$ cat config.mk
export PLATFORM = sky130hd
export DESIGN_NAME = acbc_ram
export DESIGN_NICKNAME = d
export VERILOG_FILES = /design/src/acbc_ram.sv
export SDC_FILE = /design/constraint.sdc
export NUM_CORES = 2
export LEC_CHECK = 0
export ABC_CLOCK_PERIOD_IN_PS = 38000
export BUFFER_PORTS_ARGS = -buffer_cell sky130_fd_sc_hd__buf_2
export CORE_UTILIZATION = 46
export DETAILED_ROUTE_END_ITERATION = 7
export PLACE_DENSITY = 0.64
export SLEW_MARGIN = 20
export SYNTH_ARGS = -nofsm -noshare
export SYNTH_HDL_FRONTEND = slang
export SYNTH_SLANG_ARGS = --single-unit
$ cat constraint.sdc
create_clock -name aclk -period 38 [get_ports aclk]
set_input_delay 11.4 -clock aclk [delete_from_list [all_inputs] [get_ports aclk]]
set_output_delay 11.4 -clock aclk [all_outputs]
set_load 0.005 [all_outputs]
$ cat src/acbc_ram.sv
// Generic single-write, single-read memory with a registered read port.
`default_nettype none
module acbc_ram #(
    parameter int WIDTH = 128,
    parameter int DEPTH = 15
) (
    input  wire logic                     aclk,
    input  wire logic                     we,
    input  wire logic [$clog2(DEPTH)-1:0] waddr,
    input  wire logic [WIDTH-1:0]         wdata,
    input  wire logic [$clog2(DEPTH)-1:0] raddr,
    output logic      [WIDTH-1:0]         rdata
);
    logic [WIDTH-1:0] mem [DEPTH];

    always_ff @(posedge aclk) begin
        if (we) begin
            mem[waddr] <= wdata;
        end
        rdata <= mem[raddr];
    end
endmodule
`default_nettype wire

Word-level counts from Yosys, hierarchy flattened
Memory sizes are Yosys's and may differ from the RTL's. A register that Yosys moved wholly into a read port is not among the register bits.
Cells that the tools add are included.

storage, ports and cells
  memories kept = 1
  logic and storage cells = 3
  output and inout bits = 128
  register bits = 0
  memory bits (writable) = 1920
  input port bits = 138

cells by class
  mux-type cells = 2

memories
  memory  depth  bits a word  read ports  clocked after Yosys merged registers in  wr ports  RTL line  RTL
  mem     15     128          1           1                                        1         14        logic [WIDTH-1:0] mem [DEPTH];

operator list
  operator  count
  $mux W1   2

Logic depth before layout (Yosys ltp)
  depth in word-level cells = 2
  mapped depth = 8
  depth with buffers taken out = 4

Worst setup path after synthesis
OpenSTA, ideal clock, no wires.

  path kind = input to register
  start point = in waddr[2]
  end point = mem mem[0][0] (enable)
  stages on the path = 2
  required time = 37.226 ns
  path slack = 16.673 ns
  data arrival time = 20.553 ns
  setup time = 0.774 ns
  cell sequence = or3b_2 -> nor3_1

RTL lines
  element          RTL line  RTL
  start, declared  9         input wire logic [$clog2(DEPTH)-1:0] waddr,
  end, declared    14

Straight into the memory's write port.

==> out/results.tsv <==
stage	metric	value	unit
outcome	status	finished clean	
sta	finalMaxSlewViolations	0	
pwr	combPwrFrac	0.048	
yosys	ys_ff_latch	2048	
min_path	min_to	rdata[109]	
global_routing	first_global_vias	37300	
pwr	p_int	3730	uW
yosys	synthCells	3682	
worst_setup_path	cp.required	38660	ps
route	ant_nets	0	
sta	tightest_slew	1210	ps
placed_design	dpl.hpwl	86400	um
sta	hold_viol	0	
worst_setup_path	cp_cell_sequence	buf_8 -> buf_4 -> buf_4 -> buf_4 -> buf_4 -> mux4_2 -> a22oi_1 -> o21ai_1	
cts	cts_repair_resize_count	0	
final_layout	layout.cells.non_filler	6374	
worst_setup_path	worst_path_dominant_cell_family	buffers and inverters	
floorplanning	die-area	166000	um^2
yosys	yosysTopAreaCellShare	0.762	
yosys	syn_avg_cell_area	20.5	um^2
worst_setup_path	critPathLaunchType	primary input	
cts	postCtsSetupRepairBufs	0	
worst_setup_path	ff2ff_path_depth	3	
floorplanning	die_w	408	um
final_layout	fin_nets	4157	
worst_setup_path	crit_cells	8	
worst_setup_path	crit_path_frequent_cell	buf_4	
final_layout	layout-drive-gt1-share	0.222	
floorplanning	die_h	408	um
sta	fin_setup_tns	0	ps
route	via_per_inst	5.82	
min_path	min_from	mem[14][109]	
route	drtPass1Iterations	5	
global_routing	antenna_found_initial	53	
sta	timing.slew.headroom	0.193	
cts	cts_buffers	201	
route	routed_wl	181000	um
yosys	synth_seq_area_share	0.796	
worst_setup_path	crit_slowest_cell	buf_4	
global_routing	grt_usage	0.217	
final_layout	area_growth_syn_to_layout	13.6	%
pwr	vdd_drop_max	0.0419	mV
floorplanning	num_rows	148	
cts	clock_sinks	2048	
yosys	synth_area	75700	um^2
pwr	p_clk_frac	0.415	
worst_setup_path	rrSetupSlack	36450	ps
floorplanning	start_util	0.464	
route	drc	0	
placed_design	portBuffers	265	
sta	rsz0062_at_grt	false	
cts	hold_buffers	0	
sta	layout_min_cycle_time	15430	ps
pwr	total_power	4740	uW
pwr	netSwitchingPower	1000	uW
worst_setup_path	worstReg2RegEnd	rdata[125]	
global_routing	grt_max_degree	111	
yosys	yosys_warnings	0	
cts	cts-htree-levels	4	
pwr	powerDensity	55.1	nW/um^2
cts	cts.path.max_buffers	3	
sta	setup_viol	0	
cts	path_clk_slew	60	ps
worst_setup_path	crit_path_end_kind	flip-flop	
yosys	synthTopCellsByArea	edfxtp_1 76%, mux4_2 8.0%, mux2i_1 4.8%, dfxtp_1 3.4%, a22oi_1 1.3%	
cts	root_buffer	clkbuf_16	
yosys	ys_types	31	
worst_setup_path	arrival	16090	ps
cts	tritoncts	done	
worst_setup_path	r2r_start	mem[9][125]	
sta	finalCritPeriodShare	0.406	
worst_setup_path	crit_type	in -> reg	
global_routing	grt_overflow	0	
pwr	leakagePower	0.0284	uW
yosys	yosysTopAreaCell	edfxtp_1	
floorplanning	core_area	163000	um^2
worst_setup_path	slowest_delay	850	ps
min_path	hold_path.class	reg -> reg	
yosys	syn-num-nets	3820	
min_path	hold_depth	2	
floorplanning	io_pins	266	
route	wire_per_inst	28.4	um
sta	fmax	64.8	MHz
route	drtIter0Drc	3613	
global_routing	grt_pass1_wl	260000	um
cts	clk_latency	840	ps
route	vias	37100	
pwr	pwr-share-seq	0.538	
placed_design	globalplace.congestion	0.714	
job	maxCapViolations	0	
placed_design	dpl.cell_count	5991	
pwr	sw_frac_of_total	0.212	
worst_setup_path	critPathBufInv	5	
worst_setup_path	crit_fanout	64	
sta	final.setup_skew	37.3	ps
-- placed cells by master (no fill, tap or decap), types with 14 or more instances in the layout --
cell and count:
nor2_1 17, o21ai_1 103, buf_2 262, buf_4 69, nand2b_1 120, mux2i_1 360
clkinv_2 41, nand2_1 130, bufinv_16 14, edfxtp_1 1920, o22ai_1 116, a31oi_1 116
clkinv_1 24, dfxtp_1 128, clkbuf_1 57, a22oi_1 128, clkbuf_8 22, mux4_2 268
clkbuf_16 203
-- registers in the layout (all words and copies together) (netlist names) --
register	flops
mem	1920
rdata	128
-- worst max-delay path by stage --
stage             start         to  slack, ps
6_report       raddr[0]  rdata[82]      22570
3_5_place_dp   raddr[0]  rdata[82]      21660
4_1_cts        raddr[0]  rdata[82]      22540
5_1_grt        raddr[0]  rdata[81]      22270
3_3_place_gp   raddr[0]  rdata[80]      21710
2_1_floorplan  waddr[2]  mem[0][0]      16670
-- Yosys cell counts --
library cell,number
a21oi_1,12
a22oi_1,128
a31oi_1,116
and2b_1,1
buf_1,11
buf_2,55
buf_4,50
buf_6,22
clkbuf_1,69
clkinv_1,1
dfxtp_1,128
edfxtp_1,1920
inv_1,1
inv_2,1
mux2i_1,360
mux4_2,268
nand2_1,130
nand2b_1,122
nand3_1,1
nand3b_1,2
nor2_1,31
nor2_2,1
nor2b_1,1
nor3_1,4
o211ai_1,12
o21ai_0,13
o21ai_1,103
o22ai_1,116
or2_1,1
or2_2,1
or3b_2,1
-- stage by stage --
| step | setup slack (ps) | hold WS [ps] | cell area, um^2 | util |
|---|---|---|---|---|
| 2_1_floorplan | 16670 | 520 | 75700 | - |
| 3_3_place_gp | 21710 | 533 | 79300 | 0.487 |
| 3_5_place_dp | 21660 | 545 | 79300 | 0.487 |
| 4_1_cts | 22540 | 558 | 85900 | 0.527 |
| 5_1_grt | 22270 | 590 | 85900 | 0.527 |
| 6_report | 22570 | 552 | 85900 | 0.527 |
-- cell type report --
class	instances	area (um^2)
Fill cell	12700	77000
Sequential cell	2048	60200
Multi-Input combinational cell	1424	14400
Clock buffer	282	5600
Tap cell	2175	2720
Timing Repair Buffer	341	2020
Clock inverter	96	967
Inverter	3	18.8
Antenna cell	5	12.5
-- power by group through the flow --
stage | clock network, uW | registers [uW] | logic (uW)
4_1_cts | 2000 | 2550 | 230
5_1_grt | 2080 | 2550 | 245
3_5_place_dp | 0 | 2590 | 229
2_1_floorplan | 0 | 2590 | 129
6_report | 1960 | 2550 | 226
3_3_place_gp | 0 | 2590 | 225
-- kinds of logic (layout without fill, tap and decap cells) --
family / Yosys count / in the layout / synth area share
AO/OA/AOI/OAI: 500 / 500 / 0.0415
buffers and inverters: 210 / 722 / 0.0160
flip-flops: 2048 / 2048 / 0.796
multiplexers: 628 / 628 / 0.127
other: 0 / 5 / 0
AND/OR/NAND/NOR: 296 / 296 / 0.0192
-- worst min-delay path: stages, from the launching register on --
cell and delay [ps]:
edfxtp_1 320, a21oi_1 60, o211ai_1 140
-- per-layer routing --
layer  up-vias  GRT usage  routed length (um)
li1      15800          -                   -
met1     19600      0.308               77500
met2      1289      0.337               85000
met3       320     0.0564               14700
met4        60     0.0515                3330
met5         -          0                 345
(Power assumes the default switching activity.)
